===== src/rtl/sed_pkg.sv =====
// types and character constants for the string escape decoder
package sed_pkg;

	localparam logic [7:0] CH_BSLASH = 8'h5C;
	localparam logic [7:0] CH_LF     = 8'h0A;
	localparam logic [7:0] CH_CR     = 8'h0D;
	localparam logic [7:0] CH_TAB    = 8'h09;
	localparam logic [7:0] CH_BS     = 8'h08;
	localparam logic [7:0] CH_FF     = 8'h0C;
	localparam logic [7:0] CH_N      = 8'h6E;
	localparam logic [7:0] CH_R      = 8'h72;
	localparam logic [7:0] CH_T      = 8'h74;
	localparam logic [7:0] CH_B      = 8'h62;
	localparam logic [7:0] CH_F      = 8'h66;
	localparam logic [7:0] CH_XL     = 8'h78;
	localparam logic [7:0] CH_XU     = 8'h58;
	localparam logic [7:0] CH_0      = 8'h30;
	localparam logic [7:0] CH_7      = 8'h37;
	localparam logic [7:0] CH_9      = 8'h39;
	localparam logic [7:0] CH_AL     = 8'h61;
	localparam logic [7:0] CH_FL     = 8'h66;
	localparam logic [7:0] CH_AU     = 8'h41;
	localparam logic [7:0] CH_FU     = 8'h46;

	// up to two decoded bytes produced by one input character
	typedef struct packed {
		logic [7:0] byte0;
		logic [7:0] byte1;
		logic       two;     // byte1 follows byte0
		logic       valid0;  // 0 only for a bare end marker
		logic       fin;     // last record of the string
	} sed_rec_t;

	typedef struct packed {
		logic       ok;
		logic [3:0] val;
	} sed_hex_t;

	function automatic sed_hex_t hex_decode(input logic [7:0] c);
		sed_hex_t h;
		h.ok  = 1'b0;
		h.val = 4'd0;
		if (c >= CH_0 && c <= CH_9) begin
			h.ok  = 1'b1;
			h.val = c[3:0];
		end else if ((c >= CH_AL && c <= CH_FL) || (c >= CH_AU && c <= CH_FU)) begin
			h.ok  = 1'b1;
			h.val = c[3:0] + 4'd9;
		end
		return h;
	endfunction

endpackage


===== src/rtl/sed_front.sv =====
// front end: escape state machine that turns each character into a record
module sed_front (
	input  logic             clk,
	input  logic             arst_n,
	input  logic             accept,
	input  logic [7:0]       in_byte,
	input  logic             final_byte,
	output logic             rec_push,
	output sed_pkg::sed_rec_t rec
);
	import sed_pkg::*;

	logic       esc_open_q, oct_mode_q, hex_mode_q;
	logic [1:0] digit_cnt_q;
	logic [8:0] esc_val_q;

	logic       esc_n, oct_n, hex_n;
	logic [1:0] cnt_n, cnt_t;
	logic [8:0] val_n, val_t;
	logic [1:0] n;
	logic [7:0] b0, b1, mapped;
	sed_hex_t   hv;
	logic       is_oct;

	always_comb begin
		esc_n  = esc_open_q;
		oct_n  = oct_mode_q;
		hex_n  = hex_mode_q;
		cnt_n  = digit_cnt_q;
		val_n  = esc_val_q;
		n      = 2'd0;
		b0     = 8'd0;
		b1     = 8'd0;
		hv     = hex_decode(in_byte);
		is_oct = (in_byte >= CH_0) && (in_byte <= CH_7);
		cnt_t  = digit_cnt_q + 2'd1;
		val_t  = 9'd0;
		mapped = in_byte;
		case (in_byte)
			CH_N:    mapped = CH_LF;
			CH_R:    mapped = CH_CR;
			CH_T:    mapped = CH_TAB;
			CH_B:    mapped = CH_BS;
			CH_F:    mapped = CH_FF;
			default: mapped = in_byte;
		endcase

		if (!esc_open_q) begin
			if (in_byte == CH_BSLASH) begin
				esc_n = 1'b1;
			end else begin
				b0 = in_byte;
				n  = 2'd1;
			end
		end else if (hex_mode_q) begin
			if (hv.ok) begin
				val_t = {esc_val_q[4:0], hv.val};
				if (cnt_t >= 2'd2) begin
					b0 = val_t[7:0];
					n  = 2'd1;
					esc_n = 1'b0; oct_n = 1'b0; hex_n = 1'b0; cnt_n = 2'd0; val_n = 9'd0;
				end else begin
					val_n = val_t;
					cnt_n = cnt_t;
				end
			end else begin
				if (digit_cnt_q != 2'd0) begin
					b0 = esc_val_q[7:0];
					n  = 2'd1;
				end
				esc_n = 1'b0; oct_n = 1'b0; hex_n = 1'b0; cnt_n = 2'd0; val_n = 9'd0;
				// terminating character is handled as plain text
				if (in_byte == CH_BSLASH) begin
					esc_n = 1'b1;
				end else if (n == 2'd0) begin
					b0 = in_byte;
					n  = 2'd1;
				end else begin
					b1 = in_byte;
					n  = 2'd2;
				end
			end
		end else if (oct_mode_q) begin
			if (is_oct) begin
				val_t = {esc_val_q[5:0], in_byte[2:0]};
				if (cnt_t == 2'd3 || cnt_t == 2'd0) begin
					b0 = val_t[7:0];
					n  = 2'd1;
					esc_n = 1'b0; oct_n = 1'b0; hex_n = 1'b0; cnt_n = 2'd0; val_n = 9'd0;
				end else begin
					val_n = val_t;
					cnt_n = cnt_t;
				end
			end else begin
				b0 = esc_val_q[7:0];
				n  = 2'd1;
				esc_n = 1'b0; oct_n = 1'b0; hex_n = 1'b0; cnt_n = 2'd0; val_n = 9'd0;
				if (in_byte == CH_BSLASH) begin
					esc_n = 1'b1;
				end else begin
					b1 = in_byte;
					n  = 2'd2;
				end
			end
		end else begin
			if (in_byte == CH_XL || in_byte == CH_XU) begin
				hex_n = 1'b1;
				cnt_n = 2'd0;
				val_n = 9'd0;
			end else if (is_oct) begin
				oct_n = 1'b1;
				cnt_n = 2'd1;
				val_n = {6'd0, in_byte[2:0]};
			end else begin
				b0 = mapped;
				n  = 2'd1;
				esc_n = 1'b0; oct_n = 1'b0; hex_n = 1'b0; cnt_n = 2'd0; val_n = 9'd0;
			end
		end

		// end of string: flush a pending octal value or a hex value with digits, then clear
		if (final_byte) begin
			if (esc_n && ((hex_n && cnt_n != 2'd0) || oct_n) && n != 2'd2) begin
				if (n == 2'd0) begin
					b0 = val_n[7:0];
					n  = 2'd1;
				end else begin
					b1 = val_n[7:0];
					n  = 2'd2;
				end
			end
			esc_n = 1'b0; oct_n = 1'b0; hex_n = 1'b0; cnt_n = 2'd0; val_n = 9'd0;
		end
	end

	always_comb begin
		rec.byte0  = b0;
		rec.byte1  = b1;
		rec.two    = (n == 2'd2);
		rec.valid0 = (n != 2'd0);
		rec.fin    = final_byte;
		rec_push   = accept && ((n != 2'd0) || final_byte);
	end

	always_ff @(posedge clk or negedge arst_n) begin
		if (!arst_n) begin
			esc_open_q  <= 1'b0;
			oct_mode_q  <= 1'b0;
			hex_mode_q  <= 1'b0;
			digit_cnt_q <= 2'd0;
			esc_val_q   <= 9'd0;
		end else if (accept) begin
			esc_open_q  <= esc_n;
			oct_mode_q  <= oct_n;
			hex_mode_q  <= hex_n;
			digit_cnt_q <= cnt_n;
			esc_val_q   <= val_n;
		end
	end

endmodule


===== src/rtl/sed_queue.sv =====
// short record queue between the front end and the output side
module sed_queue #(
	parameter int DEPTH = 4
) (
	input  logic              clk,
	input  logic              arst_n,
	input  logic              push,
	input  sed_pkg::sed_rec_t wdata,
	input  logic              pop,
	output sed_pkg::sed_rec_t rdata,
	output logic              full,
	output logic              empty
);
	import sed_pkg::*;

	localparam int PW = (DEPTH > 1) ? $clog2(DEPTH) : 1;
	localparam int CW = $clog2(DEPTH + 1);
	localparam logic [PW-1:0] LAST_PTR = PW'(DEPTH - 1);
	localparam logic [CW-1:0] FULL_CNT = CW'(DEPTH);

	sed_rec_t      mem_q [DEPTH];
	logic [PW-1:0] wr_ptr_q, rd_ptr_q;
	logic [CW-1:0] count_q;
	logic          do_push, do_pop;

	assign full    = (count_q == FULL_CNT);
	assign empty   = (count_q == '0);
	assign do_push = push && !full;
	assign do_pop  = pop && !empty;
	assign rdata   = mem_q[rd_ptr_q];

	always_ff @(posedge clk) begin
		if (do_push) begin
			mem_q[wr_ptr_q] <= wdata;
		end
	end

	always_ff @(posedge clk or negedge arst_n) begin
		if (!arst_n) begin
			wr_ptr_q <= '0;
			rd_ptr_q <= '0;
			count_q  <= '0;
		end else begin
			if (do_push) begin
				wr_ptr_q <= (wr_ptr_q == LAST_PTR) ? '0 : wr_ptr_q + 1'b1;
			end
			if (do_pop) begin
				rd_ptr_q <= (rd_ptr_q == LAST_PTR) ? '0 : rd_ptr_q + 1'b1;
			end
			if (do_push && !do_pop) begin
				count_q <= count_q + 1'b1;
			end else if (do_pop && !do_push) begin
				count_q <= count_q - 1'b1;
			end
		end
	end

endmodule


===== src/rtl/sed_back.sv =====
// back end: walks the bytes of the head record out one transfer at a time
module sed_back (
	input  logic              clk,
	input  logic              arst_n,
	input  sed_pkg::sed_rec_t head,
	input  logic              q_empty,
	input  logic              pop,
	output logic              q_pop,
	output logic [7:0]        out_byte,
	output logic              byte_valid,
	output logic              run_last,
	output logic              string_end
);
	import sed_pkg::*;

	logic sel_q;
	logic last;

	assign last       = !head.two || sel_q;
	assign out_byte   = sel_q ? head.byte1 : head.byte0;
	assign byte_valid = sel_q || head.valid0;
	assign run_last   = last;
	assign string_end = last && head.fin;
	assign q_pop      = pop && !q_empty && last;

	always_ff @(posedge clk or negedge arst_n) begin
		if (!arst_n) begin
			sel_q <= 1'b0;
		end else if (pop && !q_empty) begin
			sel_q <= !last;
		end
	end

endmodule


===== src/rtl/string_escape_decoder.sv =====
// String escape decoder: one raw character of a string literal is taken per
// cycle (push while full is low) and the decoded characters come out of a
// result queue (pop while empty is low), one transfer per cycle. A character
// is decoded in the cycle it is taken and any bytes it gives (at most two) are
// queued as one record in the registered queue, whose head drives the output. A
// record with two bytes holds the output side for two transfers, so the input
// keeps its full rate until QUEUE_DEPTH records are waiting. The final
// character of a string always gives at least one result, the last of which has
// string_end set; with no byte to carry it is a bare marker with byte_valid low.
module string_escape_decoder #(
	parameter int QUEUE_DEPTH = 4
) (
	input  logic       clk,
	input  logic       arst_n,
	input  logic       push,
	output logic       full,
	input  logic [7:0] in_byte,
	input  logic       final_byte,
	output logic       empty,
	input  logic       pop,
	output logic [7:0] out_byte,
	output logic       byte_valid,
	output logic       run_last,
	output logic       string_end
);
	import sed_pkg::*;

	sed_rec_t rec, head;
	logic     rec_push, q_pop, accept;

	assign accept = push && !full;

	sed_front u_front (
		.clk        (clk),
		.arst_n     (arst_n),
		.accept     (accept),
		.in_byte    (in_byte),
		.final_byte (final_byte),
		.rec_push   (rec_push),
		.rec        (rec)
	);

	sed_queue #(
		.DEPTH (QUEUE_DEPTH)
	) u_queue (
		.clk    (clk),
		.arst_n (arst_n),
		.push   (rec_push),
		.wdata  (rec),
		.pop    (q_pop),
		.rdata  (head),
		.full   (full),
		.empty  (empty)
	);

	sed_back u_back (
		.clk        (clk),
		.arst_n     (arst_n),
		.head       (head),
		.q_empty    (empty),
		.pop        (pop),
		.q_pop      (q_pop),
		.out_byte   (out_byte),
		.byte_valid (byte_valid),
		.run_last   (run_last),
		.string_end (string_end)
	);

endmodule


===== config.mk =====
export PLATFORM = sky130hd
export DESIGN_NAME = string_escape_decoder
export DESIGN_NICKNAME = d
export VERILOG_FILES = /design/src/rtl/sed_pkg.sv /design/src/rtl/sed_front.sv /design/src/rtl/sed_queue.sv /design/src/rtl/sed_back.sv /design/src/rtl/string_escape_decoder.sv
export SDC_FILE = /design/constraint.sdc
export NUM_CORES = 1
export LEC_CHECK = 0
export BUFFER_PORTS_ARGS = -buffer_cell sky130_fd_sc_hd__buf_2
export CAP_MARGIN = 20
export CORE_MARGIN = 4
export CORE_UTILIZATION = 40
export DETAILED_ROUTE_END_ITERATION = 7
export PLACE_DENSITY = 0.55
export SYNTH_ARGS = -nofsm -noshare
export SYNTH_HDL_FRONTEND = slang
export SYNTH_SLANG_ARGS = --single-unit

===== constraint.sdc =====
create_clock -name clk -period 3.9 [get_ports clk]
set_input_delay 0.585 -clock clk [delete_from_list [all_inputs] [get_ports clk]]
set_output_delay 0.585 -clock clk [all_outputs]
set_load 0.01 [all_outputs]

# After elaboration in Yosys (flattened, before gate mapping)
# Memories as Yosys holds them, arrays and structs flattened.
# Index checks and enable logic that the tools add are counted.
dict set report totals {
  register_bits 21
  latchBits 0
  mem_bits_rw 76
  rom_bits 0
  inputBits 13
  out_inout_bits 13
  wordCells 176
  memories 1
}
dict set report op_classes {
  addsub 6
  multipliers 0
  div 0
  order_cmp 8
  eq_ne 14
  shifts 0
  muxes 101
  n_bitwise 0
  reduce_logical 37
}
# name depth word_bits rd rd_clocked_by_memory_dff wr line_no
set mem_list {}
lappend mem_list {u_queue.mem_q 4 19 1 0 1 sed_queue.sv:21} ;# sed_rec_t mem_q [DEPTH];
# operator n
set op_table {}
lappend op_table {{8-bit two-way mux} 35}
lappend op_table {{8-bit by 7-bit == test with 1-bit output (second input constant)} 8}
lappend op_table {{2-bit two-way mux} 26}
lappend op_table {{8-bit case mux with 5 select lines} 1}
lappend op_table {{1-bit two-way mux} 33}
lappend op_table {{8-bit by 7-bit greater-or-equal comparator with 1-bit output (second input constant)} 2}
lappend op_table {{8-bit by 6-bit <= comparator with 1-bit output (second input constant)} 2}
lappend op_table {{8-bit by 7-bit <= comparator with 1-bit output (second input constant)} 2}
lappend op_table {{1-bit logical AND} 16}
lappend op_table {{3-bit two-way mux} 4}
lappend op_table {{5-bit two-way mux} 2}
lappend op_table {{2-bit == test (second input constant)} 4}
lappend op_table {{8-bit by 6-bit greater-or-equal comparator with 1-bit output (second input constant)} 1}
lappend op_table {{2-bit nonzero test} 4}
lappend op_table {{1-bit logical OR} 7}
lappend op_table {{2-bit by 1-bit adder with 2-bit output (second input constant)} 3}
lappend op_table {{1-bit zero test} 6}
lappend op_table {{2-bit zero test} 3}
lappend op_table {{4-bit adder (second input constant)} 1}
lappend op_table {{3-bit by 1-bit adder with 3-bit output (second input constant)} 1}
lappend op_table {{3-bit == test (second input constant)} 1}
lappend op_table {{3-bit zero test} 1}
lappend op_table {{3-bit by 1-bit subtractor with 3-bit output (second input constant)} 1}
lappend op_table {{2-bit greater-or-equal comparator (second input constant)} 1}
lappend op_table {{2-bit inequality test (second input constant)} 1}

# Logic depth before layout (Yosys ltp)
dict set report logic_depth {
  word_depth 26
  ltp_mapped 18
  ltp_nobuf 15
}

# By module
# From an unflattened synthesis, not the netlist that was laid out.
dict set report hier_totals {
  hier_cells 419
  hier_area_um2 5382.7
}
# mod instances cells_per_inst area_each_um2 seq_area_each_um2
set by_module_without_submodules {}
lappend by_module_without_submodules {sed_queue 1 136 3178.0 2457.4}
lappend by_module_without_submodules {sed_front 1 265 1989.4 325.3}
lappend by_module_without_submodules {sed_back 1 17 201.4 25.0}
lappend by_module_without_submodules {string_escape_decoder 1 1 13.8 0.0}

# Least setup slack after synthesis
# OpenSTA, ideal clock, no wires.
dict set report synth_timing {
  kind {input port to flip-flop}
  from {input in_byte[0]}
  to {register u_queue.count_q[1]}
  setup_ps 125
  arrival_time_ps 3703
  t_required_ps 3775
  setup_slack_ps 73
  cell_stages 15
  path_buffers 3
  path_cell_list {clkbuf_1 inv_1 ha_1 and4b_1 clkbuf_1 and2_1 clkbuf_1 inv_2 ha_1 a311oi_1 a21oi_4 ha_1 inv_1 fa_1 mux2_2}
}
dict set report synth_via {
  elab_chain_len 22
  elab_cells_between_ends 73
  classes_between {order compare (7); eq/ne (4); mux (42); reduce/logical (20)}
}
# element line_no
set synth_lines {}
lappend synth_lines {{start, declared} string_escape_decoder.sv:17} ;# input logic [7:0] in_byte,
lappend synth_lines {{8-bit by 7-bit greater-or-equal comparator with 1-bit output / 8-bit by 7-bit <= comparator with 1-bit output (equally long branches)} sed_pkg.sv:46} ;# end else if ((c >= CH_AL && c <= CH_FL) || (c >= CH_AU && c <= CH_FU)) begin
lappend synth_lines {{1-bit logical AND} sed_pkg.sv:46}
lappend synth_lines {{1-bit logical OR} sed_pkg.sv:46}
lappend synth_lines {{5-bit two-way mux} sed_pkg.sv:46}
lappend synth_lines {{5-bit two-way mux} sed_pkg.sv:43} ;# if (c >= CH_0 && c <= CH_9) begin
lappend synth_lines {{2-bit two-way mux} sed_front.sv:56} ;# if (hv.ok) begin
lappend synth_lines {{2-bit two-way mux} sed_front.sv:55} ;# end else if (hex_mode_q) begin
lappend synth_lines {{2-bit two-way mux} sed_front.sv:48} ;# if (!esc_open_q) begin
lappend synth_lines {{(+7 left out)} n/a}
lappend synth_lines {{2-bit nonzero test (*)} sed_front.sv:142} ;# rec_push = accept && ((n != 2'd0) || final_byte);
lappend synth_lines {{1-bit logical OR (*)} sed_front.sv:142}
lappend synth_lines {{1-bit logical AND (*)} sed_front.sv:142}
lappend synth_lines {{1-bit logical AND (*)} sed_queue.sv:28} ;# assign do_push = push && !full;
lappend synth_lines {{net u_queue.do_push} sed_queue.sv:24} ;# logic do_push, do_pop;
lappend synth_lines {{1-bit zero test} sed_queue.sv:52} ;# end else if (do_pop && !do_push) begin
lappend synth_lines {{1-bit logical AND} sed_queue.sv:52}
lappend synth_lines {{2-bit nonzero test (no line)} n/a}
lappend synth_lines {{end signal, assigned} sed_queue.sv:51} ;# count_q <= count_q + 1'b1;
lappend synth_lines {{end signal, assigned} sed_queue.sv:53} ;# count_q <= count_q - 1'b1;
lappend synth_lines {{end, declared} sed_queue.sv:23} ;# logic [CW-1:0] count_q;
# The timed path passes the listed nets; every way through them passes the cells marked *.
# A chain may end at the register's enable or synchronous reset.

# Worst setup path in the final report
dict set report layout_timing {
  from {input in_byte[6]}
  to {memory u_queue.mem_q[3][9] in the netlist's numbering, enable pin}
}
dict set report layout_via {
  elab_chain_len 21
  elab_cells_between_ends 70
  classes_between {order compare (7); eq/ne (4); mux (43); reduce/logical (16)}
}
# element line_no
set layout_lines {}
lappend layout_lines {{8-bit by 7-bit greater-or-equal comparator with 1-bit output / 8-bit by 7-bit <= comparator with 1-bit output (equally long branches)} sed_pkg.sv:46}
lappend layout_lines {{1-bit logical AND} sed_pkg.sv:46}
lappend layout_lines {{1-bit logical OR} sed_pkg.sv:46}
lappend layout_lines {{5-bit two-way mux} sed_pkg.sv:46}
lappend layout_lines {{5-bit two-way mux} sed_pkg.sv:43}
lappend layout_lines {{2-bit two-way mux} sed_front.sv:56}
lappend layout_lines {{2-bit two-way mux} sed_front.sv:55}
lappend layout_lines {{2-bit two-way mux} sed_front.sv:48}
lappend layout_lines {{(+6 left out)} n/a}
lappend layout_lines {{2-bit two-way mux (*)} sed_front.sv:122} ;# if (final_byte) begin
lappend layout_lines {{2-bit nonzero test (*)} sed_front.sv:142}
lappend layout_lines {{1-bit logical OR (*)} sed_front.sv:142}
lappend layout_lines {{1-bit logical AND (*)} sed_front.sv:142}
lappend layout_lines {{1-bit logical AND (*)} sed_queue.sv:28}
lappend layout_lines {{net u_queue.do_push} sed_queue.sv:24}
lappend layout_lines {{1-bit two-way mux (*)} sed_queue.sv:33} ;# if (do_push) begin
lappend layout_lines {{1-bit two-way mux (implied by the code) (*)} sed_queue.sv:34} ;# mem_q[wr_ptr_q] <= wdata;
lappend layout_lines {{end, declared} sed_queue.sv:21}
# Marks and branches as above.

==> results.md <==
* CTS tree: yes
* Worst slew margin at 35.7%
* Ys Warns at 0
* Critical Path Start: in_byte[6]
* Number of distinct library cells after synthesis at 73
* Via Count at 4166
* I/O Buffers at 25
* Drt first pass iters at 5
* Fin Clk Skew at 0.00941 ns
* Reg2Reg Capture Point: u_queue.mem_q[3][9]
* Post-CTS setup buffer count at 0
* Syn-to-layout area delta at 13.5%
* F_max at 0.298 GHz
* Ant. Diodes at 0
* Clk slew on worst S/H paths at 0.07 ns
* DR WL/cell at 21.7 um
* Antenna-violating nets left at 0
* Starting density of the core at 40.7%
* Initial antenna violation count at 0
* Worst-Skew Late Latency at 0.33 ns
* First-pass GRT wire length at 24500 um
* Post-route insts no fill at 682
* Overall Global Routing Usage at 19.4%
* R2R setup slack at 0.62 ns
* CP required at 3.85 ns
* Die width at 127 um
* Routability congestion estimate at 1.03
* Worst Path Max Fanout at 19
* Clock sinks at 97
* Total CTS buffers at 9
* Fin Setup TNS at 0 ns
* CP Data Arrival Time at 3.30 ns
* Setup Viol. Count Final at 0
* DRC Markers at 0
* Die height at 127 um
* Hold-fix buffers, CTS at 0
* Worst vdd ir at 0.000239 V
* Measured slew at the worst slew-check pin at 0.965 ns
* Die area at 16000 um^2
* Share of layout cells above drive strength 1 at 24.1%
* Leak Pwr at 0.00224 uW
* Fin. max-slew vios at 0
* HP Class: in2async
* Fin crit share at 86.0%
* Register area share after synthesis at 49.9%
* Vias in the first global route at 4401
* Power density over cell area at 548 nW/um^2
* CTS resizes at 0
* Post-Syn Area at 5630 um^2
* CTS Root Cell: clkbuf_16
* Reg2Reg Depth at 9
* Final hold violation count at 0
* Fin crit period at 3.35 ns
* Wirelength, routed at 14800 um
* CP max-delay cell: and2_1
* Via density at 6.11
* Number of max-cap violations at 0
* RSZ-0062 raised after global routing: false
* Ys flop type: edfxtp_1
* Delay-heaviest family, CP: simple AND/OR/NAND/NOR gates
* Critical path type: in2reg
* EDFF count, synth at 76
* Row Count at 43
* Worst path cell trace: buf_2, or3b_1, or4_1, a211oi_2, a311oi_1, buf_4, a21oi_4, and2_1
* Inst Count DP at 666
* Syn Nets at 495
* Mean Syn Cell Area at 12.1 um^2
* Worst R2R Start: u_front.digit_cnt_q[0]
* Total grt overflow at 0
* # H-tree levels at 3
* Post-layout net count at 526
* Largest net degree at the start of global routing at 31
* Critical path startpoint category: input pin
* Detailed placer's ending HPWL at 10600 um
* DRT iter0 DRCs at 410
* Core footprint at 13800 um^2
* I/O Pins at 26
* WP buf/inv at 2
* Async SR Flop Fraction at 21.6%
* Status: finished, final reports clean
* Clock buffer depth at 2
* Slowest Stage Delay on Critical Path at 0.81 ns
* Setup crit end kind: flip-flop
* Yosys reg bits at 97
* Syn Inst Count at 466
synthesized netlist by cell type, types with 5 or more instances:
cell type	count	share of area, %
nor3_1	7	0.62
o21ai_0	18	1.6
nand3_1	9	0.80
and2_1	12	1.3
edfxtp_1	76	41
o221ai_1	5	0.78
nor2b_1	8	0.89
ha_1	15	3.3
mux2_2	14	2.8
nand4_1	6	0.67
a21oi_1	13	1.2
dfrtp_1	21	9.3
nand2b_1	9	1.0
clkbuf_1	31	2.1
a221o_1	5	0.89
a311oi_1	8	1.2
o31ai_1	18	2.4
a211oi_1	12	1.6
o211ai_1	13	1.7
inv_1	16	1.1
nor2_1	12	0.80
mux4_2	19	7.6
nand2_1	28	1.9
layout make-up:
| type | count | area, um^2 |
|---|---|---|
| clock inverter | 4 | 52.6 |
| fill | 1219 | 7440 |
| sequential | 97 | 2810 |
| clock buffer | 12 | 246 |
| tap | 180 | 225 |
| inverter | 18 | 67.6 |
| multi-input combinational | 312 | 2600 |
| timing repair buffer | 59 | 393 |
layout by cell type (no fill, tap or decap), types with 13 or more instances in the layout:
master / instances
buf_2: 25
nand2_1: 28
buf_4: 33
inv_1: 16
mux4_2: 19
dfrtp_1: 21
o211ai_1: 13
edfxtp_1: 76
a21oi_1: 13
o21ai_0: 18
mux2_2: 14
ha_1: 15
o31ai_1: 18
worst reg2reg max path: stages (launching register included):
cell and delay, ns:
dfrtp_1 0.47, inv_1 0.10, ha_1 0.34, xor2_1 0.22, o31ai_1 0.13, a221oi_1 0.31, a311oi_1 0.08, buf_4 0.19
a21oi_4 0.23, and2_1 0.81
through the flow:
stage | hold slack, ns | cell area, um^2 | util (%) | setup slack (ns) | total power, uW
after floorplan | 0.289 | 5630 | - | 0.0727 | 2290
after global placement | 0.473 | 6090 | 44.1 | 0.217 | 2640
after detailed placement | 0.480 | 6090 | 44.1 | 0.145 | 2670
after CTS | 0.206 | 6390 | 46.2 | 0.509 | 3560
after global routing | 0.231 | 6390 | 46.2 | 0.296 | 3720
final | 0.200 | 6390 | 46.2 | 0.548 | 3500
flip-flops by register name, summed over array words and instances (netlist names):
signal	cells
u_queue.mem_q	76
u_back.sel_q	1
u_queue.count_q	3
u_front.esc_val_q	8
u_front.hex_mode_q	1
u_front.esc_open_q	1
u_front.digit_cnt_q	2
u_queue.wr_ptr_q	2
u_front.oct_mode_q	1
u_queue.rd_ptr_q	2
layer usage:
layer	part of all wire (%)	vias to the layer above	track usage (%)
met5	0	-	0
met4	2.6	0	7.32
met3	4.9	31	3.71
met2	49	144	31.2
met1	44	2076	26.1
li1	-	1915	-
power by group:
group          switching [uW]  internal [uW]
logic                     631            568
clock network             355            517
registers                93.7           1330
total                    1080           2420
worst max-delay path by stage:
stage | endpoint | slack [ns] | depth (start not counted)
CTS | u_queue.mem_q[3][9] | 0.51 | 8
global placement | u_queue.mem_q[0][5] | 0.22 | 8
global route | u_queue.mem_q[3][9] | 0.30 | 9
floorplan | u_queue.count_q[1] | 0.07 | 15
finish | u_queue.mem_q[3][9] | 0.55 | 8
detailed placement | u_queue.mem_q[3][5] | 0.14 | 8
cells by family after synthesis:
family	Yosys count	synth area share (%)
AOI/OAI and AO/OA	139	18.4
muxes	38	11.5
DFF	97	49.9
and+or+nand+nor	114	11.8
adders and majority gates	16	3.69
buffers and inverters	57	4.02
xor gates and xnor gates	5	0.778
Note: power is estimated with default switching activity, not from simulation.
